==> config.mk <==
export PLATFORM = sky130hd
export DESIGN_NAME = fppm_cfg_regs
export DESIGN_NICKNAME = d
export VERILOG_FILES = /design/src/sv/fppm_pkg.sv /design/src/sv/fppm_cfg_regs.sv
export SDC_FILE = /design/constraint.sdc
export NUM_CORES = 1
export LEC_CHECK = 0
export ABC_CLOCK_PERIOD_IN_PS = 8900
export BUFFER_PORTS_ARGS = -buffer_cell sky130_fd_sc_hd__buf_4
export CORE_UTILIZATION = 64
export DETAILED_ROUTE_END_ITERATION = 12
export GPL_ROUTABILITY_DRIVEN = 0
export GPL_TIMING_DRIVEN = 0
export MAX_ROUTING_LAYER = met4
export PLACE_DENSITY_LB_ADDON = 0.2
export SLEW_MARGIN = 20
export SYNTH_ARGS = -nofsm -noshare
export SYNTH_HDL_FRONTEND = slang
export SYNTH_SLANG_ARGS = --single-unit
==> constraint.sdc <==
create_clock -name clk -period 8.9 [get_ports clk]
set_input_delay 1.335 -clock clk [delete_from_list [all_inputs] [get_ports clk]]
set_output_delay 1.335 -clock clk [all_outputs]
set_load 0.05 [all_outputs]
==> src/sv/fppm_pkg.sv <==
`timescale 1ns / 1ps
// ----------------------------------------------------------------------------
// fppm_pkg
// Types, constants and saturation helpers for the focal-plane to pixel map.
// ----------------------------------------------------------------------------
package fppm_pkg;

  // Field widths
  localparam int FP_W      = 24;  // focal-plane coordinate, Q8.16
  localparam int COEF_W    = 16;  // cosine / sine Q1.14, reciprocal scale Q7.9
  localparam int DIFF_W    = 25;  // position minus origin
  localparam int PROD_W    = 41;  // trig term
  localparam int ROT_W     = 42;  // rotated offset, Q.30
  localparam int SCL_W     = 59;  // scaled offset, Q.39
  localparam int RND_W     = 60;  // scaled offset after half-pixel adjust
  localparam int FRAC_SH   = 31;  // Q.39 down to Q.8
  localparam int PIX_W     = RND_W - FRAC_SH;  // unclamped detector pixel, Q.8
  localparam int IMG_W     = PIX_W + 1;        // unclamped image pixel, Q.8
  localparam int DET_OUT_W = 22;
  localparam int IMG_OUT_W = 23;

  // Minus one half pixel (Q.39) plus one half LSB of the Q.8 result
  localparam logic signed [RND_W-1:0] ROUND_ADJ =
    -(RND_W'(64'sd1) <<< 38) + (RND_W'(64'sd1) <<< 30);

  // Image geometry
  localparam int DET_WIDTH  = 2048;
  localparam int DET_HEIGHT = 2058;
  localparam int ROW_PAD    = 44;
  localparam int DARK_COLS  = 20;
  localparam int PIX_ONE    = 256;

  localparam logic signed [IMG_W-1:0] IMG_COL_D0 =
    IMG_W'((2 * DET_WIDTH + 3 * ROW_PAD - 1) * PIX_ONE);
  localparam logic signed [IMG_W-1:0] IMG_COL_D1 =
    IMG_W'((DET_WIDTH + ROW_PAD - 1) * PIX_ONE);
  localparam logic signed [IMG_W-1:0] IMG_COL_D2 =
    IMG_W'(ROW_PAD * PIX_ONE);
  localparam logic signed [IMG_W-1:0] IMG_COL_D3 =
    IMG_W'((DET_WIDTH + 3 * ROW_PAD) * PIX_ONE);
  localparam logic signed [IMG_W-1:0] IMG_ROW_D01 =
    IMG_W'((2 * DET_HEIGHT + 2 * DARK_COLS - 1) * PIX_ONE);

  // Saturation limits
  localparam logic signed [PIX_W-1:0] DET_HI = PIX_W'((64'sd1 <<< (DET_OUT_W - 1)) - 1);
  localparam logic signed [PIX_W-1:0] DET_LO = ~DET_HI;
  localparam logic signed [IMG_W-1:0] IMG_HI = IMG_W'((64'sd1 <<< (IMG_OUT_W - 1)) - 1);
  localparam logic signed [IMG_W-1:0] IMG_LO = ~IMG_HI;
  localparam logic signed [DET_OUT_W-1:0] DET_OUT_HI = DET_HI[DET_OUT_W-1:0];
  localparam logic signed [DET_OUT_W-1:0] DET_OUT_LO = DET_LO[DET_OUT_W-1:0];

  // Detector codes by quadrant
  localparam logic [1:0] DET_Q0 = 2'd0;  // x >= 0, y >= 0
  localparam logic [1:0] DET_Q1 = 2'd1;  // x <  0, y >= 0
  localparam logic [1:0] DET_Q2 = 2'd2;  // x <  0, y <  0
  localparam logic [1:0] DET_Q3 = 2'd3;  // x >= 0, y <  0

  // Register indexes
  typedef enum logic [2:0] {
    CFG_ORIGIN0 = 3'd0,
    CFG_ORIGIN1 = 3'd1,
    CFG_ORIGIN2 = 3'd2,
    CFG_ORIGIN3 = 3'd3,
    CFG_ROT01   = 3'd4,
    CFG_ROT23   = 3'd5,
    CFG_SCALE01 = 3'd6,
    CFG_SCALE23 = 3'd7
  } cfg_idx_t;

  localparam int CFG_IDX_W = 3;
  localparam int CFG_DATA_W = 64;
  localparam int ORIGIN_W = 48;

  localparam logic [CFG_DATA_W-1:0] ROT_RESET   = 64'h4000_0000_4000_0000;
  localparam logic [CFG_DATA_W-1:0] SCALE_RESET = 64'h0200_0200_0200_0200;

  // Coefficients of one detector
  typedef struct packed {
    logic signed [FP_W-1:0]   ox;
    logic signed [FP_W-1:0]   oy;
    logic signed [COEF_W-1:0] cos_v;
    logic signed [COEF_W-1:0] sin_v;
    logic        [COEF_W-1:0] kw;
    logic        [COEF_W-1:0] kh;
  } det_coef_t;

  // Word from rotation to scaling
  typedef struct packed {
    logic [1:0]              det;
    logic signed [ROT_W-1:0] rx;
    logic signed [ROT_W-1:0] ry;
    logic [COEF_W-1:0]       kw;
    logic [COEF_W-1:0]       kh;
  } rot_word_t;

  function automatic logic signed [DET_OUT_W-1:0] sat_det(
    input logic signed [PIX_W-1:0] v
  );
    logic signed [DET_OUT_W-1:0] r;
    if (v > DET_HI) begin
      r = DET_OUT_HI;
    end else if (v < DET_LO) begin
      r = DET_OUT_LO;
    end else begin
      r = v[DET_OUT_W-1:0];
    end
    return r;
  endfunction

  function automatic logic signed [IMG_OUT_W-1:0] sat_img(
    input logic signed [IMG_W-1:0] v
  );
    logic signed [IMG_OUT_W-1:0] r;
    if (v > IMG_HI) begin
      r = IMG_HI[IMG_OUT_W-1:0];
    end else if (v < IMG_LO) begin
      r = IMG_LO[IMG_OUT_W-1:0];
    end else begin
      r = v[IMG_OUT_W-1:0];
    end
    return r;
  endfunction

endpackage

==> src/sv/fppm_cfg_regs.sv <==
`timescale 1ns / 1ps
// ----------------------------------------------------------------------------
// fppm_cfg_regs
// Configuration register file; hands out the coefficients of one detector.
// ----------------------------------------------------------------------------
module fppm_cfg_regs import fppm_pkg::*; (
  input  logic                  clk,
  input  logic                  rst_n,
  input  logic                  cfg_valid,
  output logic                  cfg_ready,
  input  logic [CFG_IDX_W-1:0]  cfg_index,
  input  logic [CFG_DATA_W-1:0] cfg_data,
  input  logic [1:0]            det_sel,
  output det_coef_t             coef
);

  logic [ORIGIN_W-1:0]   origin_r [4];
  logic [CFG_DATA_W-1:0] rot01_r;
  logic [CFG_DATA_W-1:0] rot23_r;
  logic [CFG_DATA_W-1:0] scl01_r;
  logic [CFG_DATA_W-1:0] scl23_r;

  logic [ORIGIN_W-1:0]   org_sel;
  logic [CFG_DATA_W-1:0] rot_pair;
  logic [CFG_DATA_W-1:0] scl_pair;
  logic [31:0]           rot_half;
  logic [31:0]           scl_half;

  // Always take a word
  assign cfg_ready = 1'b1;

  // Write decode
  always_ff @(posedge clk) begin
    if (!rst_n) begin
      origin_r[0] <= '0;
      origin_r[1] <= '0;
      origin_r[2] <= '0;
      origin_r[3] <= '0;
      rot01_r     <= ROT_RESET;
      rot23_r     <= ROT_RESET;
      scl01_r     <= SCALE_RESET;
      scl23_r     <= SCALE_RESET;
    end else if (cfg_valid && cfg_ready) begin
      unique case (cfg_idx_t'(cfg_index))
        CFG_ORIGIN0: origin_r[0] <= cfg_data[ORIGIN_W-1:0];
        CFG_ORIGIN1: origin_r[1] <= cfg_data[ORIGIN_W-1:0];
        CFG_ORIGIN2: origin_r[2] <= cfg_data[ORIGIN_W-1:0];
        CFG_ORIGIN3: origin_r[3] <= cfg_data[ORIGIN_W-1:0];
        CFG_ROT01:   rot01_r     <= cfg_data;
        CFG_ROT23:   rot23_r     <= cfg_data;
        CFG_SCALE01: scl01_r     <= cfg_data;
        CFG_SCALE23: scl23_r     <= cfg_data;
        default: ;
      endcase
    end
  end

  // Select the requested detector's fields
  always_comb begin
    org_sel  = origin_r[det_sel];
    rot_pair = det_sel[1] ? rot23_r : rot01_r;
    scl_pair = det_sel[1] ? scl23_r : scl01_r;
    rot_half = det_sel[0] ? rot_pair[63:32] : rot_pair[31:0];
    scl_half = det_sel[0] ? scl_pair[63:32] : scl_pair[31:0];

    coef.ox    = org_sel[FP_W-1:0];
    coef.oy    = org_sel[2*FP_W-1:FP_W];
    coef.sin_v = rot_half[15:0];
    coef.cos_v = rot_half[31:16];
    coef.kw    = scl_half[15:0];
    coef.kh    = scl_half[31:16];
  end

endmodule

## Yosys cells after proc, flatten, opt, wreduce, memory -nomap -nowiden

Memory sizes are Yosys's and may differ from the RTL's.
Cells that the tools add are included.

| storage, ports and cells | value |
|---|---|
| bits in registers | 256 |
| latch bits | 0 |
| memory bits (writable) | 192 |
| memory bits (read-only) | 0 |
| bits of input ports | 72 |
| output and inout bits | 113 |
| word-level logic and storage cells | 46 |
| memories kept | 1 |

Memory list:

| name | depth | width | read ports | clocked after memory_dff | write ports | line | text |
|---|---|---|---|---|---|---|---|
| origin_r | 4 | 48 | 1 | 0 | 4 | fppm_cfg_regs.sv:17 | `logic [ORIGIN_W-1:0] origin_r [4];` |

| operators by class | value |
|---|---|
| add/subtract/negate cells | 0 |
| multipliers | 0 |
| div/mod/pow operators | 0 |
| order comparisons | 0 |
| equality and inequality tests | 7 |
| shift-type cells | 0 |
| mux-type cells | 25 |
| bitwise operators | 4 |
| reduce and logical (&&, ||, !) cells | 5 |

Operator list:

| cell | number |
|---|---|
| $mux W48 | 4 |
| $mux W64 | 2 |
| $mux W32 | 2 |
| $mux W1 | 17 |
| $eq A3 B3 Y1 const B | 4 |
| $reduce_and A2 Y1 | 4 |
| $eq A3 B2 Y1 const B | 2 |
| $or A1 B1 Y1 | 4 |
| $eq A3 B1 Y1 const B | 1 |
| $logic_not A3 Y1 | 1 |

## Logic depth before layout (Yosys ltp)

| logic depth | value |
|---|---|
| depth in word-level cells | 6 |
| gate-level depth with buffers | 6 |
| depth with buffers taken out | 2 |

## Worst setup path after synthesis

Ideal clock, no wire load.

| timing path | value |
|---|---|
| path type | input to register |
| start | input port cfg_index[1] |
| end | memory origin_r[0][0] (enable) |
| setup time | 0.525 ns |
| arrival | 5.493 ns |
| required time | 8.375 ns |
| slack | 2.882 ns |
| stages | 5 |
| path buffers | 3 |
| cell sequence | buf_2 -> nand2b_1 -> buf_2 -> buf_2 -> o31ai_1 |

RTL lines:

| what | line | text |
|---|---|---|
| start, declared | fppm_cfg_regs.sv:11 | `input logic [CFG_IDX_W-1:0] cfg_index,` |
| end, declared | fppm_cfg_regs.sv:17 |  |

==> impl_metrics.toml <==
[timing]
final_hold_viol_count = 0
clock_skew_ns = 0
finalSetupViolations = 0
finalSetupTns_ns = 0
slew_viol_final = 0
tightest_slew_ns = 0.929
relSlewSlack_pct = 38.1
worst_slack_ns = 4.57
post-route-min-period_ns = 4.33
fmax_mhz = 231
finalCritPeriodShare_pct = 48.6
rsz0062_at_grt = "no"

[clocking]
cts_tree = "done"
cts.sinks = 448
clock_path_buffers = 3
post_cts_resized = 0
numCtsBuffers = 44
clk_latency_ns = 0.54
clk_pin_slew_ns = 0.06
clock-root-buffer = "clkbuf_16"
htree_num_levels = 2
holdBufCountCts = 0
cts_setup_buffers = 0

[power_and_ir_drop]
p_total_uw = 4640
power_density_nw_per_um2 = 202
total_leakage_power_uw = 0.00938
ir_worst_vdd_mv = 0.164

[die]
die_w_um = 176
initial_core_util_pct = 65.3
die_y_um = 176
core_um2 = 29700
row_count = 63
num_io_pins = 185
dieArea_um2 = 31000

[final_layout]
finalNetCount = 1846
drive_above_1_share_pct = 27.2
area_growth_pct = 18.0
fin_util_pct = 77.1
stdcell_count = 2201
fill_cells = 1853

[drt]
vias_per_cell = 6.29
drt-initial-drc-count = 1564
highest_layer = "met4"
drt-total-wl_um = 54200
drc = 0
met1Wirelength_um = 20000
route.met3.wl_um = 5070
vias = 13900
dr.pass1.iters = 5
wl_per_cell_um = 24.6
wl_met2_um = 26700
ant_nets = 0

[yosys]
netlist_instances = 1537
postSynthAreaPerCell_um2 = 12.6
syn_area_um2 = 19400
ys_types = 25
synth_nets = 1609
synthTopCellsByArea = "edfxtp_1 (30%), dfxtp_1 (26%), mux2i_1 (13%)"
yosysWarnings = 0
ys_ff_latch = 448
synth.top_cell.area_share_pct = 29.7
synth.yosys.seq_area_share_pct = 56.1
synth_top_area_cell = "edfxtp_1"

[grt]
grt_pass1_vias = 14100
overflow = 0
grt_pass1_wl_um = 81500
antenna_found_initial = 2
groute.usage.overall_pct = 36.3
grt_max_degree = 21

[place]
portBuffers = 178
place_inst = 2118
dp_slack_ns = 4.63
dp_hpwl_um = 37900

[worst_setup_path]
crit_path_start_kind = "input pin"
path_class = "input pin to primary output"
crit_path_end_kind = "primary output"
required_ns = 7.57
r2r_cells = 2
crit_arrival_ns = 2.99
critical_path.max_fanout = 10

[flow_run]
cap_violations = 0

[min_path]
worstHoldPathType = "flip-flop to flip-flop"
hold_depth = 2

[outcome]
outcome = "finished clean"
[report_power, final]
group          switching (µW)  internal, µW
Clock                     805          1020
Sequential               29.6          2230
Combinational             373           185
Total                    1210          3430
[cells in the mapped netlist]
cell type,count
and4b_1,2
and4bb_2,1
buf_1,6
buf_2,51
buf_4,17
buf_6,7
clkbuf_1,57
conb_1,1
dfxtp_1,256
edfxtp_1,192
inv_1,48
mux2i_1,256
mux4_2,112
nand2_1,309
nand2b_1,2
nand3b_1,1
nand4_1,1
nand4b_1,2
nand4bb_1,1
nor2b_1,18
nor3_1,152
nor3_2,40
o21ai_0,2
o31ai_1,2
or3b_1,1
[metal layers]
metal	track usage, %	up-vias
li1	-	5991
met4	17.1	0
met2	57.7	753
met5	-	-
met3	7.45	163
met1	44.6	6948
[worst max-delay path, stage by stage]
cell and delay, ns:
clkbuf_1 0.22, buf_4 0.31, buf_4 0.30, mux4_2 0.60, buf_4 0.22
[final cells by class]
class | count | area [µm²] | share of cell area, %
Inverter | 48 | 180 | 0.786
Clock buffer | 60 | 1210 | 5.29
Sequential cell | 448 | 10900 | 47.5
Multi-Input combinational cell | 903 | 7690 | 33.6
Clock inverter | 20 | 175 | 0.764
Tap cell | 390 | 488 | 2.13
Timing Repair Buffer | 191 | 1570 | 6.85
Buffer | 138 | 698 | 3.05
Antenna cell | 3 | 7.51 | 0.0328
[flip-flops by register name (all words and copies together), names as in the netlist]
signal / cells
rot01_r: 64
rot23_r: 64
scl23_r: 64
origin_r: 192
scl01_r: 64
[worst paths after layout]
path | from | endpoint | slack, ns
max reg2reg | rot01_r[24]$_SDFFE_PN0P_ | rot01_r[24]$_SDFFE_PN0P_ | 8.21
min reg2reg | rot23_r[45]$_SDFFE_PN0P_ | rot23_r[45]$_SDFFE_PN0P_ | 0.46
min | rot23_r[45]$_SDFFE_PN0P_ | rot23_r[45]$_SDFFE_PN0P_ | 0.46
max | det_sel[0] | coef[16] | 4.57
[cell families (layout without fill, tap and decap cells)]
kind of cell,count (synthesis),after routing,synth area share [%]
buf+inv,186,457,4.52
mux,368,368,26.2
compound gates,4,4,0.129
flops,448,448,56.1
other cells,1,4,0.0193
simple gates,530,530,13.0
[placed cells by master (no fill, tap or decap), drive strengths merged, types with 2 or more instances in the layout]
cell and n:
nand4b 2, clkbuf 117, bufinv 2, mux4 112, nand2 309, nand2b 2
diode 3, nor2b 18, buf 272, clkinv 10, o31ai 2, o21ai 2
clkinvlp 7, dfxtp 256, inv 49, edfxtp 192, and4b 2, mux2i 256
nor3 192
[stage by stage]
step / area (µm²) / hold slack [ns]
2_1_floorplan: 19400 / 0.432
3_3_place_gp: 21200 / 0.438
3_5_place_dp: 21500 / 0.445
4_1_cts: 22900 / 0.458
5_1_grt: 22900 / 0.471
6_report: 22900 / 0.456
Power figures use the tool's default switching activity.
