$ cat src/sv/fppm_pkg.sv
`timescale 1ns / 1ps
// ----------------------------------------------------------------------------
// fppm_pkg
// Types, constants and saturation helpers for the focal-plane to pixel map.
// ----------------------------------------------------------------------------
package fppm_pkg;

  // Field widths
  localparam int FP_W      = 24;  // focal-plane coordinate, Q8.16
  localparam int COEF_W    = 16;  // cosine / sine Q1.14, reciprocal scale Q7.9
  localparam int DIFF_W    = 25;  // position minus origin
  localparam int PROD_W    = 41;  // trig term
  localparam int ROT_W     = 42;  // rotated offset, Q.30
  localparam int SCL_W     = 59;  // scaled offset, Q.39
  localparam int RND_W     = 60;  // scaled offset after half-pixel adjust
  localparam int FRAC_SH   = 31;  // Q.39 down to Q.8
  localparam int PIX_W     = RND_W - FRAC_SH;  // unclamped detector pixel, Q.8
  localparam int IMG_W     = PIX_W + 1;        // unclamped image pixel, Q.8
  localparam int DET_OUT_W = 22;
  localparam int IMG_OUT_W = 23;

  // Minus one half pixel (Q.39) plus one half LSB of the Q.8 result
  localparam logic signed [RND_W-1:0] ROUND_ADJ =
    -(RND_W'(64'sd1) <<< 38) + (RND_W'(64'sd1) <<< 30);

  // Image geometry
  localparam int DET_WIDTH  = 2048;
  localparam int DET_HEIGHT = 2058;
  localparam int ROW_PAD    = 44;
  localparam int DARK_COLS  = 20;
  localparam int PIX_ONE    = 256;

  localparam logic signed [IMG_W-1:0] IMG_COL_D0 =
    IMG_W'((2 * DET_WIDTH + 3 * ROW_PAD - 1) * PIX_ONE);
  localparam logic signed [IMG_W-1:0] IMG_COL_D1 =
    IMG_W'((DET_WIDTH + ROW_PAD - 1) * PIX_ONE);
  localparam logic signed [IMG_W-1:0] IMG_COL_D2 =
    IMG_W'(ROW_PAD * PIX_ONE);
  localparam logic signed [IMG_W-1:0] IMG_COL_D3 =
    IMG_W'((DET_WIDTH + 3 * ROW_PAD) * PIX_ONE);
  localparam logic signed [IMG_W-1:0] IMG_ROW_D01 =
    IMG_W'((2 * DET_HEIGHT + 2 * DARK_COLS - 1) * PIX_ONE);

  // Saturation limits
  localparam logic signed [PIX_W-1:0] DET_HI = PIX_W'((64'sd1 <<< (DET_OUT_W - 1)) - 1);
  localparam logic signed [PIX_W-1:0] DET_LO = ~DET_HI;
  localparam logic signed [IMG_W-1:0] IMG_HI = IMG_W'((64'sd1 <<< (IMG_OUT_W - 1)) - 1);
  localparam logic signed [IMG_W-1:0] IMG_LO = ~IMG_HI;
  localparam logic signed [DET_OUT_W-1:0] DET_OUT_HI = DET_HI[DET_OUT_W-1:0];
  localparam logic signed [DET_OUT_W-1:0] DET_OUT_LO = DET_LO[DET_OUT_W-1:0];

  // Detector codes by quadrant
  localparam logic [1:0] DET_Q0 = 2'd0;  // x >= 0, y >= 0
  localparam logic [1:0] DET_Q1 = 2'd1;  // x <  0, y >= 0
  localparam logic [1:0] DET_Q2 = 2'd2;  // x <  0, y <  0
  localparam logic [1:0] DET_Q3 = 2'd3;  // x >= 0, y <  0

  // Register indexes
  typedef enum logic [2:0] {
    CFG_ORIGIN0 = 3'd0,
    CFG_ORIGIN1 = 3'd1,
    CFG_ORIGIN2 = 3'd2,
    CFG_ORIGIN3 = 3'd3,
    CFG_ROT01   = 3'd4,
    CFG_ROT23   = 3'd5,
    CFG_SCALE01 = 3'd6,
    CFG_SCALE23 = 3'd7
  } cfg_idx_t;

  localparam int CFG_IDX_W = 3;
  localparam int CFG_DATA_W = 64;
  localparam int ORIGIN_W = 48;

  localparam logic [CFG_DATA_W-1:0] ROT_RESET   = 64'h4000_0000_4000_0000;
  localparam logic [CFG_DATA_W-1:0] SCALE_RESET = 64'h0200_0200_0200_0200;

  // Coefficients of one detector
  typedef struct packed {
    logic signed [FP_W-1:0]   ox;
    logic signed [FP_W-1:0]   oy;
    logic signed [COEF_W-1:0] cos_v;
    logic signed [COEF_W-1:0] sin_v;
    logic        [COEF_W-1:0] kw;
    logic        [COEF_W-1:0] kh;
  } det_coef_t;

  // Word from rotation to scaling
  typedef struct packed {
    logic [1:0]              det;
    logic signed [ROT_W-1:0] rx;
    logic signed [ROT_W-1:0] ry;
    logic [COEF_W-1:0]       kw;
    logic [COEF_W-1:0]       kh;
  } rot_word_t;

  function automatic logic signed [DET_OUT_W-1:0] sat_det(
    input logic signed [PIX_W-1:0] v
  );
    logic signed [DET_OUT_W-1:0] r;
    if (v > DET_HI) begin
      r = DET_OUT_HI;
    end else if (v < DET_LO) begin
      r = DET_OUT_LO;
    end else begin
      r = v[DET_OUT_W-1:0];
    end
    return r;
  endfunction

  function automatic logic signed [IMG_OUT_W-1:0] sat_img(
    input logic signed [IMG_W-1:0] v
  );
    logic signed [IMG_OUT_W-1:0] r;
    if (v > IMG_HI) begin
      r = IMG_HI[IMG_OUT_W-1:0];
    end else if (v < IMG_LO) begin
      r = IMG_LO[IMG_OUT_W-1:0];
    end else begin
      r = v[IMG_OUT_W-1:0];
    end
    return r;
  endfunction

endpackage

$ cat src/sv/fppm_scale.sv
`timescale 1ns / 1ps
// ----------------------------------------------------------------------------
// fppm_scale
// Pixel scaling, half-pixel rounding, image mapping and saturation:
// three pipeline stages ending in the output register.
// ----------------------------------------------------------------------------
module fppm_scale import fppm_pkg::*; (
  input  logic                        clk,
  input  logic                        rst_n,
  input  logic                        rw_valid,
  output logic                        rw_ready,
  input  rot_word_t                   rw,
  output logic                        out_valid,
  input  logic                        out_ready,
  output logic [1:0]                  out_detector_index,
  output logic signed [DET_OUT_W-1:0] out_det_col,
  output logic signed [DET_OUT_W-1:0] out_det_row,
  output logic signed [IMG_OUT_W-1:0] out_image_col,
  output logic signed [IMG_OUT_W-1:0] out_image_row
);

  // Stage 4: scaled offsets
  logic                    v4_r;
  logic [1:0]              det4_r;
  logic signed [SCL_W-1:0] pc4_r, pr4_r;
  // Stage 5: rounded pixel coordinates
  logic                    v5_r;
  logic [1:0]              det5_r;
  logic signed [PIX_W-1:0] col5_r, row5_r;
  logic [RND_W-1:0]        col_rnd, row_rnd;
  // Stage 6: output register
  logic                        v6_r;
  logic [1:0]                  det6_r;
  logic signed [DET_OUT_W-1:0] dcol6_r, drow6_r;
  logic signed [IMG_OUT_W-1:0] icol6_r, irow6_r;
  logic signed [IMG_W-1:0]     col_ext, row_ext, icol_nxt, irow_nxt;

  logic rdy4, rdy5, rdy6;

  // A stage advances when it is empty or its successor advances
  assign rdy6     = !v6_r || out_ready;
  assign rdy5     = !v5_r || rdy6;
  assign rdy4     = !v4_r || rdy5;
  assign rw_ready = rdy4;

  // Valid bits
  always_ff @(posedge clk) begin
    if (!rst_n) begin
      v4_r <= 1'b0;
      v5_r <= 1'b0;
      v6_r <= 1'b0;
    end else begin
      if (rdy4) begin
        v4_r <= rw_valid;
      end
      if (rdy5) begin
        v5_r <= v4_r;
      end
      if (rdy6) begin
        v6_r <= v5_r;
      end
    end
  end

  // Stage 4: multiply by reciprocal pixel size
  always_ff @(posedge clk) begin
    if (rdy4) begin
      det4_r <= rw.det;
      pc4_r  <= SCL_W'(rw.rx) * SCL_W'($signed({1'b0, rw.kw}));
      pr4_r  <= SCL_W'(rw.ry) * SCL_W'($signed({1'b0, rw.kh}));
    end
  end

  // Stage 5: drop half a pixel, round to Q.8 (floor after adding half LSB)
  assign col_rnd = {pc4_r[SCL_W-1], pc4_r} + ROUND_ADJ;
  assign row_rnd = {pr4_r[SCL_W-1], pr4_r} + ROUND_ADJ;

  always_ff @(posedge clk) begin
    if (rdy5) begin
      det5_r <= det4_r;
      col5_r <= col_rnd[RND_W-1:FRAC_SH];
      row5_r <= row_rnd[RND_W-1:FRAC_SH];
    end
  end

  // Stage 6: flip and offset into the full image, then clamp
  assign col_ext = {col5_r[PIX_W-1], col5_r};
  assign row_ext = {row5_r[PIX_W-1], row5_r};

  always_comb begin
    case (det5_r)
      DET_Q0: begin
        icol_nxt = IMG_COL_D0 - col_ext;
        irow_nxt = IMG_ROW_D01 - row_ext;
      end
      DET_Q1: begin
        icol_nxt = IMG_COL_D1 - col_ext;
        irow_nxt = IMG_ROW_D01 - row_ext;
      end
      DET_Q2: begin
        icol_nxt = col_ext + IMG_COL_D2;
        irow_nxt = row_ext;
      end
      default: begin
        icol_nxt = col_ext + IMG_COL_D3;
        irow_nxt = row_ext;
      end
    endcase
  end

  always_ff @(posedge clk) begin
    if (rdy6) begin
      det6_r  <= det5_r;
      dcol6_r <= sat_det(col5_r);
      drow6_r <= sat_det(row5_r);
      icol6_r <= sat_img(icol_nxt);
      irow6_r <= sat_img(irow_nxt);
    end
  end

  assign out_valid          = v6_r;
  assign out_detector_index = det6_r;
  assign out_det_col        = dcol6_r;
  assign out_det_row        = drow6_r;
  assign out_image_col      = icol6_r;
  assign out_image_row      = irow6_r;

  a_s5_hold: assert property (@(posedge clk) disable iff (!rst_n)
    v5_r && !rdy6 |=> v5_r && $stable(det5_r) && $stable(col5_r) && $stable(row5_r))
    else $error("stage 5 word changed while stalled");

  a_lower_row: assert property (@(posedge clk) disable iff (!rst_n)
    v6_r && (det6_r == DET_Q2 || det6_r == DET_Q3) &&
    drow6_r != DET_OUT_HI && drow6_r != DET_OUT_LO
    |-> irow6_r == {drow6_r[DET_OUT_W-1], drow6_r})
    else $error("lower detector image row differs from detector row");

endmodule

$ cat config.mk
export PLATFORM = sky130hd
export DESIGN_NAME = fppm_scale
export DESIGN_NICKNAME = d
export VERILOG_FILES = /design/src/sv/fppm_pkg.sv /design/src/sv/fppm_scale.sv
export SDC_FILE = /design/constraint.sdc
export NUM_CORES = 2
export LEC_CHECK = 0
export BUFFER_PORTS_ARGS = -buffer_cell sky130_fd_sc_hd__buf_4
export CORE_MARGIN = 2
export CORE_UTILIZATION = 55
export DETAILED_ROUTE_END_ITERATION = 6
export PLACE_DENSITY_LB_ADDON = 0.3
export SLEW_MARGIN = 20
export SYNTH_ARGS = -nofsm -noshare
export SYNTH_HDL_FRONTEND = slang
export SYNTH_SLANG_ARGS = --single-unit
$ cat constraint.sdc
create_clock -name clk -period 11.4 [get_ports clk]
set_input_delay 3.42 -clock clk [delete_from_list [all_inputs] [get_ports clk]]
set_output_delay 3.42 -clock clk [all_outputs]
set_load 0.02 [all_outputs]
# Word level (Yosys, flattened, before mapping)
# Cells that the tools add are included.
[word_totals]
register_bits = 275
in_bits = 122
out_inout_bits = 94
elab_cells = 47
[op_classes]
n_addsub = 7
n_mul = 2
n_lt_le_gt_ge = 8
eq_ne = 2
muxes = 6
n_reduce_logical = 8
[ops]
columns = ["op", "count"]
rows = [
  ["59-bit by 39-bit adder with 60-bit output (second input constant)", 2],
  ["42-bit by 17-bit multiplier with 59-bit output", 2],
  ["30-bit one-hot mux with 3 select lines", 1],
  ["30-bit by 23-bit > comparator with 1-bit output (second input constant)", 2],
  ["30-bit by 23-bit < comparator with 1-bit output (second input constant)", 2],
  ["22-bit by 29-bit subtractor with 30-bit output (first input constant)", 2],
  ["29-bit by 22-bit > comparator with 1-bit output (second input constant)", 2],
  ["29-bit by 22-bit < comparator with 1-bit output (second input constant)", 2],
  ["23-bit two-way mux", 2],
  ["22-bit two-way mux", 2],
  ["29-bit by 15-bit adder with 30-bit output (second input constant)", 1],
  ["29-bit by 21-bit adder with 30-bit output (second input constant)", 1],
  ["30-bit two-way mux", 1],
  ["21-bit by 29-bit subtractor with 30-bit output (first input constant)", 1],
  ["1-bit logical NOT", 3],
  ["1-bit logical OR", 3],
  ["2-bit by 1-bit == test with 1-bit output (second input constant)", 1],
  ["2-bit == test (second input constant)", 1],
  ["2-bit logical NOT", 1],
  ["2-bit OR reduction", 1],
]

# Depth between registers and ports, before layout
[depth]
ltp_word = 5
ltp_mapped = 25
ltp_nobuf = 23

# Worst setup path after synthesis
# No wires, ideal clock.
[synth_path]
kind = "input-to-reg"
startpoint = "input port rw[2] (netlist name)"
endpoint = "register pr4_r[57] (data pin)"
setup_ps = 263
arrival_time_ps = 9183
required_ps = 11137
path_slack_ps = 1954
stages = 22
path_buffers = 2
cell_sequence = "clkbuf_1 > clkbuf_1 > nand2_1 > fa_1 > fa_1 > fa_1 > inv_1 > fa_1 > fa_1 > inv_1 > fa_1 > inv_1 > ha_1 > a21o_1 > a21o_1 > a21o_1 > o21bai_1 > a2111o_1 > o21bai_1 > and2_0 > a311oi_1 > xnor2_1"
[synth_between]
elab_chain_cells = 1
[synth_rtl]
columns = ["item", "line", "text"]
rows = [
  ["start: declaration", "fppm_scale.sv:12", "input rot_word_t rw,"],
  ["42-bit by 17-bit multiplier with 59-bit output", "fppm_scale.sv:70", "pr4_r <= SCL_W'(rw.ry) * SCL_W'($signed({1'b0, rw.kh}));"],
  ["end signal: assignment", "fppm_scale.sv:70", ""],
  ["end: declaration", "fppm_scale.sv:25", "logic signed [SCL_W-1:0] pc4_r, pr4_r;"],
]
# No other way between the ends.
# A chain may end at the register's enable or synchronous reset.

# Worst setup path in the final report
[layout_path]
startpoint = "input port rw[8] (netlist name)"
endpoint = "register pr4_r[44] (data pin)"
# The elaborated chain is that of the path after synthesis.

==> results.md <==
* Outcome: complete, no violations
* First-pass GRT wire length at 221000 um
* GRT Overall Usage at 0.271
* Routed Wire Length at between 100000 and 150000 um
* Synth Instances at 5826
* Reg area at 0.00643 sq mm
* Post_cts resized at 0
* Synth cell types at 85
* Clock tree buffer depth at 3
* Multi-input logic area at 0.0416 sq mm
* CTS clk-pin slew, worst paths at 0.06 ns
* TritonCTS clock tree: built
* Post-CTS Hold Buffers at 0
* Fillers at about 8400
* CP Data Required Time at 11.63 ns
* Tmin final at roughly 10 ns
* Area leader, netlist: fa_1
* Pin count of the biggest net entering global routing at 91
* Synthesized area at 0.0545 sq mm
* DRT antenna net count at 0
* CP Max Fanout at 42
* Syn-to-layout area delta at 5.32%
* Worst Hold Depth at 0
* RePlAce Congestion at 0.923
* Slew @ Worst Pin at 1.06 ns
* Setup WS post-layout at 1.40 ns
* DRT iter0 DRCs at 2975
* Synth top area cells: fa_1 46%, edfxtp_1 12%, inv_1 10%
* Post-DR vias/cell at between 5 and 6
* Post-DR wirelength/cell at 18.7 um
* Register area share after synthesis at 0.118
* Final HPWL DP at 103000 um
* Rows at roughly 120
* IO buf count at 215
* Vias in the first global route at 42379
* I/O pin count at 216
* Worst setup EP type: register
* Top_reg_cell synth: edfxtp_1
* Area of placed instances at 0.0569 sq mm
* Yosys top cell area share at 0.461
* Post-place setup slack at ~1.0 ns
* Syn Nets at 7488
* Avg Cell Area, Syn at ~9.4 sq um
* Clk Tree Root Cell: clkbuf_16
* First-pass DRT Iterations at 5
* Initial antenna violation count at 7
* Hold WC Path Type: register to register
* Final Max Slew Viols at 0
* H-Tree Depth at 1
* Final instance area at 0.0574 sq mm
* FMAX at 0.100 GHz
* Startpoint class of the critical path: primary input
* Final hold vios at 0
* Yosys warnings at 0
* Remaining Overflow, GRT at 0
* CTS buffer count at 18
* Critical path class: primary input to register
* Headroom to the max-slew limit at 0.290
* Post-CTS Setup Inserts at 0
* Async set-reset flop share out of synthesis at 0
* Full die area at 0.102 sq mm
* RSZ-0062 raised after global routing: false
* DRC viols at 0
* Initial Utilization at 0.555
* Number of synthesized register bits at 215
* Core Footprint at 0.0983 sq mm
* Total Neg Setup Slack at 0 ns
* Via count at 39156
* CTS Sinks at 215
* Layout cell share with drive strength beyond 1 at 0.0505
* Final Cycle Share at 0.877
* Number of flops mapped to enable cells by yosys at around 210
* Layout Skew at approximately 0.021 ns
* Max_cap viols at 0
* Die Height at 319 um
* Worst r2r path cells at 13
* Skew-Pair Late Insertion Delay at 0.50 ns
* Endpoints failing setup at 0
* Chip width at 319 um
* CP arrival at ~10 ns
* Total Nets Final at 7473
-- layout by cell type (no fill, tap or decap), types with 19 or more instances in the layout --
cell,synthesis,final
and2_1,518,518
nor3_1,60,60
clkbuf_16,0,19
nand3_1,45,44
o21ai_0,83,82
fa_1,1255,1255
a21oi_1,114,114
xnor2_1,112,112
buf_4,0,227
ha_1,285,285
a21o_1,102,102
nand4_1,28,28
a31oi_1,20,20
edfxtp_1,212,212
nand2_1,895,894
xor2_1,60,60
inv_1,1457,1456
nor2_1,72,72
-- cell usage after synthesis, drive strengths merged (9+ instances only) --
master,n
nand2,895
a31oi,21
xor2,60
edfxtp,212
nor4,15
o21bai,10
a22oi,10
and2,519
xnor2,112
a21oi,115
nor3,62
o31ai,9
a2bb2oi,15
nand3,45
fa,1255
nand2b,12
clkbuf,255
ha,285
nand4,28
o21ai,87
nor2b,13
and3,17
or3,14
a21o,102
inv,1457
nor2,73
a211oi,15
-- final timing paths --
kind | startpoint | endpoint | slack [ns]
setup / recovery | rw[8] | pr4_r[44] | 1.40
hold reg to reg | det4_r[1] | det5_r[1] | 0.43
hold / removal | det4_r[1] | det5_r[1] | 0.43
setup reg to reg | det5_r[1] | out_image_col[0] | 6.72
-- metrics by stage --
stage	hold WS, ns	util	std cells
after floorplan	0.400	-	5826
after global placement	0.402	0.579	7078
final	0.426	0.584	7114
after global routing	0.431	0.584	7113
after CTS	0.423	0.584	7110
after detailed placement	0.407	0.579	7078
-- critical path: stages --
cell	delay, ns
buf_4	0.47
nand2_1	0.16
fa_1	0.56
inv_1	0.05
fa_1	0.49
fa_1	0.60
fa_1	0.44
fa_1	0.50
inv_1	0.05
fa_1	0.47
inv_1	0.04
ha_1	0.34
a21o_1	0.19
a21o_1	0.17
a221oi_1	0.31
o21ai_0	0.16
a211oi_1	0.81
o21ai_0	0.32
a211o_1	0.36
a21oi_1	0.19
xnor2_1	0.08
-- registers in the layout, indices dropped and copies added, names as in the netlist --
register and flops:
pc4_r 29, out_valid 1, out_det_row 22, pr4_r 29, out_det_col 22, v4_r 1
out_image_col 23, det4_r 2, det5_r 2, out_detector_index 2, row5_r 29, out_image_row 23
col5_r 29, v5_r 1
-- logic make-up after synthesis --
family | count (synthesis) | synth area share
simple gates | 1722 | 0.152
flops | 215 | 0.118
buf+inv | 1720 | 0.119
fa+ha+maj | 1540 | 0.526
xor+xnor | 172 | 0.0276
compound gates | 452 | 0.0563
mux | 5 | 0.000941
-- routing by layer --
| metal | routed length [um] | global-route usage |
|---|---|---|
| met5 | 40 | 0 |
| met3 | 12500 | 0.0546 |
| met2 | 62900 | 0.447 |
| met1 | 54200 | 0.367 |
| met4 | 3420 | 0.0701 |
-- area by class of cell --
| cell class | count | area share |
|---|---|---|
| multi-input combinational | 3891 | 0.725 |
| sequential | 215 | 0.112 |
| inverter | 1458 | 0.0953 |
| timing repair buffer | 227 | 0.0297 |
| tap | 1287 | 0.0280 |
| clock buffer | 21 | 0.00841 |
| clock inverter | 11 | 0.00146 |
| antenna | 4 | 0.000174 |
Power is not shown: default switching activity piles up to over one toggle a cycle in this logic, so the estimate is an artifact.
