<file path="config.mk">
export PLATFORM = sky130hd
export DESIGN_NAME = fppm_rotate
export DESIGN_NICKNAME = d
export VERILOG_FILES = /design/src/sv/fppm_pkg.sv /design/src/sv/fppm_rotate.sv
export SDC_FILE = /design/constraint.sdc
export NUM_CORES = 2
export LEC_CHECK = 0
export BUFFER_PORTS_ARGS = -buffer_cell sky130_fd_sc_hd__buf_2
export CAP_MARGIN = 40
export CORE_ASPECT_RATIO = 0.8
export CORE_MARGIN = 2
export CORE_UTILIZATION = 25
export DETAILED_ROUTE_END_ITERATION = 8
export GPL_TIMING_DRIVEN = 0
export SYNTH_ARGS = -nofsm -noshare
export SYNTH_HDL_FRONTEND = slang
export SYNTH_SLANG_ARGS = --single-unit
</file>
<file path="constraint.sdc">
create_clock -name clk -period 7 [get_ports clk]
set_clock_uncertainty 0.05 [all_clocks]
set_input_delay 1.05 -clock clk [delete_from_list [all_inputs] [get_ports clk]]
set_output_delay 1.05 -clock clk [all_outputs]
set_load 0.01 [all_outputs]
</file>
<file path="src/sv/fppm_pkg.sv">
`timescale 1ns / 1ps
// ----------------------------------------------------------------------------
// fppm_pkg
// Types, constants and saturation helpers for the focal-plane to pixel map.
// ----------------------------------------------------------------------------
package fppm_pkg;

  // Field widths
  localparam int FP_W      = 24;  // focal-plane coordinate, Q8.16
  localparam int COEF_W    = 16;  // cosine / sine Q1.14, reciprocal scale Q7.9
  localparam int DIFF_W    = 25;  // position minus origin
  localparam int PROD_W    = 41;  // trig term
  localparam int ROT_W     = 42;  // rotated offset, Q.30
  localparam int SCL_W     = 59;  // scaled offset, Q.39
  localparam int RND_W     = 60;  // scaled offset after half-pixel adjust
  localparam int FRAC_SH   = 31;  // Q.39 down to Q.8
  localparam int PIX_W     = RND_W - FRAC_SH;  // unclamped detector pixel, Q.8
  localparam int IMG_W     = PIX_W + 1;        // unclamped image pixel, Q.8
  localparam int DET_OUT_W = 22;
  localparam int IMG_OUT_W = 23;

  // Minus one half pixel (Q.39) plus one half LSB of the Q.8 result
  localparam logic signed [RND_W-1:0] ROUND_ADJ =
    -(RND_W'(64'sd1) <<< 38) + (RND_W'(64'sd1) <<< 30);

  // Image geometry
  localparam int DET_WIDTH  = 2048;
  localparam int DET_HEIGHT = 2058;
  localparam int ROW_PAD    = 44;
  localparam int DARK_COLS  = 20;
  localparam int PIX_ONE    = 256;

  localparam logic signed [IMG_W-1:0] IMG_COL_D0 =
    IMG_W'((2 * DET_WIDTH + 3 * ROW_PAD - 1) * PIX_ONE);
  localparam logic signed [IMG_W-1:0] IMG_COL_D1 =
    IMG_W'((DET_WIDTH + ROW_PAD - 1) * PIX_ONE);
  localparam logic signed [IMG_W-1:0] IMG_COL_D2 =
    IMG_W'(ROW_PAD * PIX_ONE);
  localparam logic signed [IMG_W-1:0] IMG_COL_D3 =
    IMG_W'((DET_WIDTH + 3 * ROW_PAD) * PIX_ONE);
  localparam logic signed [IMG_W-1:0] IMG_ROW_D01 =
    IMG_W'((2 * DET_HEIGHT + 2 * DARK_COLS - 1) * PIX_ONE);

  // Saturation limits
  localparam logic signed [PIX_W-1:0] DET_HI = PIX_W'((64'sd1 <<< (DET_OUT_W - 1)) - 1);
  localparam logic signed [PIX_W-1:0] DET_LO = ~DET_HI;
  localparam logic signed [IMG_W-1:0] IMG_HI = IMG_W'((64'sd1 <<< (IMG_OUT_W - 1)) - 1);
  localparam logic signed [IMG_W-1:0] IMG_LO = ~IMG_HI;
  localparam logic signed [DET_OUT_W-1:0] DET_OUT_HI = DET_HI[DET_OUT_W-1:0];
  localparam logic signed [DET_OUT_W-1:0] DET_OUT_LO = DET_LO[DET_OUT_W-1:0];

  // Detector codes by quadrant
  localparam logic [1:0] DET_Q0 = 2'd0;  // x >= 0, y >= 0
  localparam logic [1:0] DET_Q1 = 2'd1;  // x <  0, y >= 0
  localparam logic [1:0] DET_Q2 = 2'd2;  // x <  0, y <  0
  localparam logic [1:0] DET_Q3 = 2'd3;  // x >= 0, y <  0

  // Register indexes
  typedef enum logic [2:0] {
    CFG_ORIGIN0 = 3'd0,
    CFG_ORIGIN1 = 3'd1,
    CFG_ORIGIN2 = 3'd2,
    CFG_ORIGIN3 = 3'd3,
    CFG_ROT01   = 3'd4,
    CFG_ROT23   = 3'd5,
    CFG_SCALE01 = 3'd6,
    CFG_SCALE23 = 3'd7
  } cfg_idx_t;

  localparam int CFG_IDX_W = 3;
  localparam int CFG_DATA_W = 64;
  localparam int ORIGIN_W = 48;

  localparam logic [CFG_DATA_W-1:0] ROT_RESET   = 64'h4000_0000_4000_0000;
  localparam logic [CFG_DATA_W-1:0] SCALE_RESET = 64'h0200_0200_0200_0200;

  // Coefficients of one detector
  typedef struct packed {
    logic signed [FP_W-1:0]   ox;
    logic signed [FP_W-1:0]   oy;
    logic signed [COEF_W-1:0] cos_v;
    logic signed [COEF_W-1:0] sin_v;
    logic        [COEF_W-1:0] kw;
    logic        [COEF_W-1:0] kh;
  } det_coef_t;

  // Word from rotation to scaling
  typedef struct packed {
    logic [1:0]              det;
    logic signed [ROT_W-1:0] rx;
    logic signed [ROT_W-1:0] ry;
    logic [COEF_W-1:0]       kw;
    logic [COEF_W-1:0]       kh;
  } rot_word_t;

  function automatic logic signed [DET_OUT_W-1:0] sat_det(
    input logic signed [PIX_W-1:0] v
  );
    logic signed [DET_OUT_W-1:0] r;
    if (v > DET_HI) begin
      r = DET_OUT_HI;
    end else if (v < DET_LO) begin
      r = DET_OUT_LO;
    end else begin
      r = v[DET_OUT_W-1:0];
    end
    return r;
  endfunction

  function automatic logic signed [IMG_OUT_W-1:0] sat_img(
    input logic signed [IMG_W-1:0] v
  );
    logic signed [IMG_OUT_W-1:0] r;
    if (v > IMG_HI) begin
      r = IMG_HI[IMG_OUT_W-1:0];
    end else if (v < IMG_LO) begin
      r = IMG_LO[IMG_OUT_W-1:0];
    end else begin
      r = v[IMG_OUT_W-1:0];
    end
    return r;
  endfunction

endpackage

</file>
<file path="src/sv/fppm_rotate.sv">
`timescale 1ns / 1ps
// ----------------------------------------------------------------------------
// fppm_rotate
// Quadrant pick, origin subtract and rotation: three pipeline stages.
// ----------------------------------------------------------------------------
module fppm_rotate import fppm_pkg::*; (
  input  logic                   clk,
  input  logic                   rst_n,
  input  logic                   in_valid,
  output logic                   in_ready,
  input  logic signed [FP_W-1:0] fp_x,
  input  logic signed [FP_W-1:0] fp_y,
  output logic [1:0]             det_sel,
  input  det_coef_t              coef,
  output logic                   rw_valid,
  input  logic                   rw_ready,
  output rot_word_t              rw
);

  // Stage 1: offsets
  logic                     v1_r;
  logic [1:0]               det1_r;
  logic signed [DIFF_W-1:0] dx1_r, dy1_r;
  logic signed [COEF_W-1:0] cos1_r, sin1_r;
  logic [COEF_W-1:0]        kw1_r, kh1_r;
  // Stage 2: trig products
  logic                     v2_r;
  logic [1:0]               det2_r;
  logic signed [PROD_W-1:0] cdx2_r, sdy2_r, cdy2_r, sdx2_r;
  logic [COEF_W-1:0]        kw2_r, kh2_r;
  // Stage 3: rotated offsets
  logic                     v3_r;
  rot_word_t                rw_r;
  rot_word_t                rw_nxt;

  logic rdy1, rdy2, rdy3;

  // A stage advances when it is empty or its successor advances
  assign rdy3     = !v3_r || rw_ready;
  assign rdy2     = !v2_r || rdy3;
  assign rdy1     = !v1_r || rdy2;
  assign in_ready = rdy1;

  // Quadrant from sign bits
  assign det_sel = {fp_y[FP_W-1], fp_x[FP_W-1] ^ fp_y[FP_W-1]};

  // Valid bits
  always_ff @(posedge clk) begin
    if (!rst_n) begin
      v1_r <= 1'b0;
      v2_r <= 1'b0;
      v3_r <= 1'b0;
    end else begin
      if (rdy1) begin
        v1_r <= in_valid;
      end
      if (rdy2) begin
        v2_r <= v1_r;
      end
      if (rdy3) begin
        v3_r <= v2_r;
      end
    end
  end

  // Stage 1: subtract the detector origin, hold its coefficients
  always_ff @(posedge clk) begin
    if (rdy1) begin
      det1_r <= det_sel;
      dx1_r  <= DIFF_W'(fp_x) - DIFF_W'(coef.ox);
      dy1_r  <= DIFF_W'(fp_y) - DIFF_W'(coef.oy);
      cos1_r <= coef.cos_v;
      sin1_r <= coef.sin_v;
      kw1_r  <= coef.kw;
      kh1_r  <= coef.kh;
    end
  end

  // Stage 2: four trig products
  always_ff @(posedge clk) begin
    if (rdy2) begin
      det2_r <= det1_r;
      cdx2_r <= PROD_W'(cos1_r) * PROD_W'(dx1_r);
      sdy2_r <= PROD_W'(sin1_r) * PROD_W'(dy1_r);
      cdy2_r <= PROD_W'(cos1_r) * PROD_W'(dy1_r);
      sdx2_r <= PROD_W'(sin1_r) * PROD_W'(dx1_r);
      kw2_r  <= kw1_r;
      kh2_r  <= kh1_r;
    end
  end

  // Stage 3: combine into rotated offsets
  always_comb begin
    rw_nxt.det = det2_r;
    rw_nxt.rx  = {cdx2_r[PROD_W-1], cdx2_r} + {sdy2_r[PROD_W-1], sdy2_r};
    rw_nxt.ry  = {cdy2_r[PROD_W-1], cdy2_r} - {sdx2_r[PROD_W-1], sdx2_r};
    rw_nxt.kw  = kw2_r;
    rw_nxt.kh  = kh2_r;
  end

  always_ff @(posedge clk) begin
    if (rdy3) begin
      rw_r <= rw_nxt;
    end
  end

  assign rw_valid = v3_r;
  assign rw       = rw_r;

  a_s2_hold: assert property (@(posedge clk) disable iff (!rst_n)
    v2_r && !rdy3 |=> v2_r && $stable(det2_r) && $stable(cdx2_r) && $stable(sdx2_r))
    else $error("stage 2 word changed while stalled");

  a_s3_hold: assert property (@(posedge clk) disable iff (!rst_n)
    v3_r && !rw_ready |=> v3_r && $stable(rw_r))
    else $error("rotated word changed while stalled");

endmodule

</file>
## Yosys cells after proc, flatten, opt, wreduce, memory -nomap -nowiden

Cells that the tools add are included.

| word-level totals | value |
|---|---|
| register bits after elaboration | 435 |
| bits in latches | 0 |
| RAM bits | 0 |
| ROM bits | 0 |
| input port bits | 164 |
| output and inout bits | 122 |
| word-level logic and storage cells | 37 |
| memories kept | 0 |

| operators by class | value |
|---|---|
| add/sub/neg operators | 4 |
| multipliers | 4 |
| div/mod/pow operators | 0 |
| order comparisons | 0 |
| equal/unequal tests | 0 |
| shift operators | 0 |
| muxes and demuxes | 0 |
| bitwise gates (word level) | 1 |
| reduce and logical (&&, ||, !) cells | 6 |

Operators with widths:

| kind | number |
|---|---|
| $mul 16x25->41 | 4 |
| $sub 24x24->25 | 2 |
| $add 41x41->42 | 1 |
| $sub 41x41->42 | 1 |
| $logic_not 1->1 | 3 |
| $logic_or 1x1->1 | 3 |
| $xor 1x1->1 | 1 |

## Depth between registers and ports, before layout

| logic depth | value |
|---|---|
| word-level depth | 4 |
| gate-level depth with buffers | 26 |
| mapped depth without buffers | 25 |

## Worst setup path before layout

Ideal clock, no wire load.

| timing | value |
|---|---|
| path type | register -> register |
| from | register cos1_r[1] |
| to | register cdx2_r[39] (data pin) |
| library setup time | 0.135 ns |
| arrival | 6.255 ns |
| required time | 6.815 ns |
| path slack | 0.560 ns |
| cell stages (with the launch flop) | 25 |
| clock period less this slack | 6.440 ns |
| cells stage by stage | edfxtp_1 -> clkbuf_1 -> nand2_1 -> fa_1 -> inv_1 -> fa_1 -> inv_1 -> fa_1 -> inv_1 -> fa_1 -> fa_1 -> inv_1 -> fa_1 -> inv_1 -> ha_1 -> a21o_1 -> a21o_1 -> a21o_1 -> nor4b_2 -> a211oi_4 -> a21oi_2 -> a21oi_2 -> and4_4 -> or4_1 -> nand3_1 |

| between the ends | value |
|---|---|
| cells in the longest elaborated chain, start to end | 1 |

Ends and longest elaborated chain:

| item | line | source |
|---|---|---|
| from (decl) | fppm_rotate.sv:24 | `logic signed [COEF_W-1:0] cos1_r, sin1_r;` |
| from (signal assigned) | fppm_rotate.sv:72 | `cos1_r <= coef.cos_v;` |
| $mul 16x25->41 | fppm_rotate.sv:83 | `cdx2_r <= PROD_W'(cos1_r) * PROD_W'(dx1_r);` |
| to (signal assigned) | fppm_rotate.sv:83 |  |
| to (decl) | fppm_rotate.sv:29 | `logic signed [PROD_W-1:0] cdx2_r, sdy2_r, cdy2_r, sdx2_r;` |

Every way passes these cells.
A chain may end at the register's enable or synchronous reset.

## Worst setup path in the final report

| timing | value |
|---|---|
| from | register sin1_r[14] |
| to | register sdy2_r[40] (data pin) |

| between the ends | value |
|---|---|
| cells in the longest elaborated chain, start to end | 1 |

Ends and longest elaborated chain:

| item | line | source |
|---|---|---|
| from (decl) | fppm_rotate.sv:24 |  |
| from (signal assigned) | fppm_rotate.sv:73 | `sin1_r <= coef.sin_v;` |
| $mul 16x25->41 | fppm_rotate.sv:84 | `sdy2_r <= PROD_W'(sin1_r) * PROD_W'(dy1_r);` |
| to (signal assigned) | fppm_rotate.sv:84 |  |
| to (decl) | fppm_rotate.sv:29 |  |

Every way passes these cells.

==> results.sh <==
export IMPL_clock_root_buffer="clkbuf_16"
export IMPL_critPathCaptureType="register"
export IMPL_synth_edf_count=432
export IMPL_synth_simple_area_share=0.134
export IMPL_cp_cell_sequence="clkbuf_1 -> buf_8 -> and2_1 -> fa_1 -> fa_1 -> fa_2 -> fa_1 -> fa_1 -> inv_1 -> fa_1 -> inv_1 -> ha_4 -> and2_1 -> a221oi_4 -> nor3b_4 -> a21oi_4 -> a21oi_2 -> buf_6 -> a21oi_4 -> buf_12 -> a31oi_4 -> o2111ai_2 -> a21oi_2 -> xnor2_1"
export IMPL_grt_antenna_before_repair=62
export IMPL_max_freq_mhz=141
export IMPL_cts_tree="yes"
export IMPL_synth_xor_area_frac=0.0305
export IMPL_cts_sinks=435
export IMPL_path_delay_family="adder cells"
export IMPL_final_max_slew_viol_count=0
export IMPL_synth_top_family_by_area="adder cells"
export IMPL_crit_path_top_delay_cell="fa_2"
export IMPL_ant_nets=0
export IMPL_synth_compound_area_share=0.0635
export IMPL_clock_latency_ns=0.71
export IMPL_synthArstFlopShare=0
export IMPL_initial_utilization=0.251
export IMPL_num_vias=59500
export IMPL_area_growth_pct=20.2
export IMPL_chipHeight_um=500
export IMPL_worstHoldPathType="reg2reg"
export IMPL_hpwl_um=245000
export IMPL_synth_common_cells="inv_1 (1,933), fa_1 (1,556), nand2_1 (971)"
export IMPL_ys_warn_count=0
export IMPL_cts_inserted_buffers=51
export IMPL_worstPathArrival_ns=7.47
export IMPL_synth_fa_ha_area_frac=0.491
export IMPL_yosysMostFrequentCell="inv_1"
export IMPL_setup_viol=3
export IMPL_syn_inst=7927
export IMPL_synth_largest_type_area_fraction=0.405
export IMPL_fin_nets=10900
export IMPL_firstDrtPassIters=7
export IMPL_gr_total_overflow=0
export IMPL_hold_viol_final=0
export IMPL_cts_htree_levels=2
export IMPL_critical_path_class="reg2reg"
export IMPL_finalCritPeriodShare=1.01
export IMPL_routed_wl_um=293000
export IMPL_relSlewSlack=0.326
export IMPL_grt_pass1_vias=59200
export IMPL_violations="setup timing"
export IMPL_final_fill_count=31800
export IMPL_grt_start_max_net_pins=69
export IMPL_drive_above_1_share=0.153
export IMPL_path_clk_slew_ns=0.07
export IMPL_syn_nets=10200
export IMPL_grtUsageTotal=0.185
export IMPL_grt_pass1_wl_um=416000
export IMPL_status="finished, violations left"
export IMPL_critical_path_startpoint_type="register"
export IMPL_path_max_fanout=8
export IMPL_drtIter0Drc=5643
export IMPL_synth_area_top_cells="fa_1 (41%), edfxtp_1 (17%), inv_1 (9.4%)"
export IMPL_die_area_um2=312000
export IMPL_synthMuxAreaShare=0.000521
export IMPL_min_period_ns=7.09
export IMPL_row_count=182
export IMPL_dp_cells=12400
export IMPL_avgSynthCellArea_um2=9.70
export IMPL_io_buffers=285
export IMPL_syn_cell_area_um2=76900
export IMPL_wire_per_inst_um=23.0
export IMPL_synth_flop_cell="edfxtp_1"
export IMPL_final_cell_count_no_fill=12700
export IMPL_coreArea_um2=307000
export IMPL_seq_area_frac_synth=0.169
export IMPL_worstPathRequired_ns=7.38
export IMPL_final_setup_worst_slack_ns=-0.0923
export IMPL_utilization=0.301
export IMPL_vias_per_cell=4.67
export IMPL_path_common_cell="fa_1"
export IMPL_netlist_top_cell_by_area="fa_1"
export IMPL_rsz0062_at_grt="true"
export IMPL_crit_buf_inv=6
export IMPL_drc=0
export IMPL_tightestPinTransition_ns=1.00
export IMPL_slowest_delay_ns=0.65
export IMPL_place_congestion=1.01
export IMPL_fp_dieW_um=624
export IMPL_ys_ff_latch=435
export IMPL_clock_path_buffers=3
export IMPL_cap_violations=0
export IMPL_top_level_ports=286
export IMPL_synth_cell_types=83
==> metrics by stage <==
| step | hold slack, ns | instance area [um2] | setup TNS [ns] | setup slack [ns] |
|---|---|---|---|---|
| 2_1_floorplan | 0.350 | 76900 | 0 | 0.560 |
| 3_3_place_gp | 0.350 | 83400 | -816.21 | -2.73 |
| 3_5_place_dp | 0.355 | 85400 | -56.58 | -1.80 |
| 4_1_cts | 0.363 | 89600 | -0.463 | -0.182 |
| 5_1_grt | 0.369 | 92400 | -1.58 | -0.226 |
| 6_report | 0.361 | 92400 | -0.234 | -0.0923 |
==> placed cells by master (no fill, tap or decap), types with 41 or more instances in the layout <==
| cell | netlist | final |
|---|---|---|
| xor2_1 | 58 | 54 |
| edfxtp_1 | 432 | 432 |
| buf_8 | 0 | 85 |
| clkbuf_4 | 0 | 60 |
| fa_2 | 0 | 53 |
| a21oi_1 | 222 | 190 |
| buf_6 | 0 | 94 |
| a21o_1 | 132 | 128 |
| clkbuf_16 | 0 | 54 |
| nor3_1 | 47 | 41 |
| buf_4 | 1 | 207 |
| inv_1 | 1933 | 1900 |
| buf_2 | 0 | 323 |
| o21ai_0 | 95 | 88 |
| nand2b_1 | 48 | 48 |
| buf_12 | 0 | 52 |
| fa_1 | 1556 | 1503 |
| ha_4 | 0 | 45 |
| and2_1 | 650 | 639 |
| clkbuf_1 | 327 | 54 |
| nand2_1 | 971 | 960 |
| xnor2_1 | 210 | 196 |
| clkbuf_2 | 0 | 76 |
| diode_2 | 0 | 41 |
| ha_1 | 530 | 472 |
| nor2_1 | 228 | 223 |
==> cells by family after synthesis <==
kind of cell               Yosys count
buffers and inverters             2262
and+or+nand+nor                   2136
adders and majority gates         2086
DFF                                435
xor gates and xnor gates           268
AOI/OAI and AO/OA                  736
muxes                                4
==> sequential cells by signal, indices dropped and copies added (netlist names), 16 cells and up <==
name / cells
sin1_r: 16
kw2_r: 16
cdy2_r: 41
cos1_r: 16
cdx2_r: 41
kh2_r: 16
rw: 118
kh1_r: 16
sdy2_r: 41
dx1_r: 25
dy1_r: 25
sdx2_r: 41
kw1_r: 16
==> worst reg2reg max path, cell delays in order (launching register included) <==
cell	delay (ns)
edfxtp_1	0.48
clkbuf_1	0.43
buf_8	0.24
and2_1	0.18
fa_1	0.44
fa_1	0.46
fa_2	0.65
fa_1	0.47
fa_1	0.49
inv_1	0.05
fa_1	0.47
inv_1	0.06
ha_4	0.25
and2_1	0.22
a221oi_4	0.33
nor3b_4	0.28
a21oi_4	0.11
a21oi_2	0.17
buf_6	0.13
a21oi_4	0.06
buf_12	0.15
a31oi_4	0.24
o2111ai_2	0.18
a21oi_2	0.19
xnor2_1	0.08
==> area by class of cell <==
| type | instances | area [um2] | area share |
|---|---|---|---|
| Clock inverter | 32 | 360 | 0.00390 |
| Sequential cell | 435 | 13000 | 0.141 |
| Antenna cell | 41 | 103 | 0.00111 |
| Multi-Input combinational cell | 5230 | 57300 | 0.620 |
| Tap cell | 4048 | 5060 | 0.0548 |
| Buffer | 307 | 2210 | 0.0239 |
| Clock buffer | 63 | 1340 | 0.0145 |
| Inverter | 1934 | 7280 | 0.0788 |
| Timing Repair Buffer | 653 | 5720 | 0.0619 |
==> path summary, 6_finish.rpt <==
kind / from / end / slack [ns] / depth (start not counted)
max: sin1_r[14] / sdy2_r[40] / -0.09 / 24
min: kh2_r[4] / rw[4] / 0.36 / 0
max reg2reg: sin1_r[14] / sdy2_r[40] / -0.09 / 24
min reg2reg: kh2_r[4] / rw[4] / 0.36 / 0
==> timing repair <==
item,in CTS,in global routing
hold buffers,0,0
setup endpoints to repair,83,54
gates resized for setup,510,613
pin swaps,57,223
cloned,1,1
setup buffers,101,118
==> metal layers <==
layer / GRT usage / vias up / wire length (um)
met1: 0.242 / 30000 / 119000
met5: 0.00154 / - / 526
met2: 0.266 / 3401 / 119000
li1: - / 25300 / -
met3: 0.0793 / 737 / 40600
met4: 0.0731 / 22 / 14600
Power is left out: the tool's default activity adds up to more than one toggle a clock period on the data nets, which glitch-free logic cannot reach.
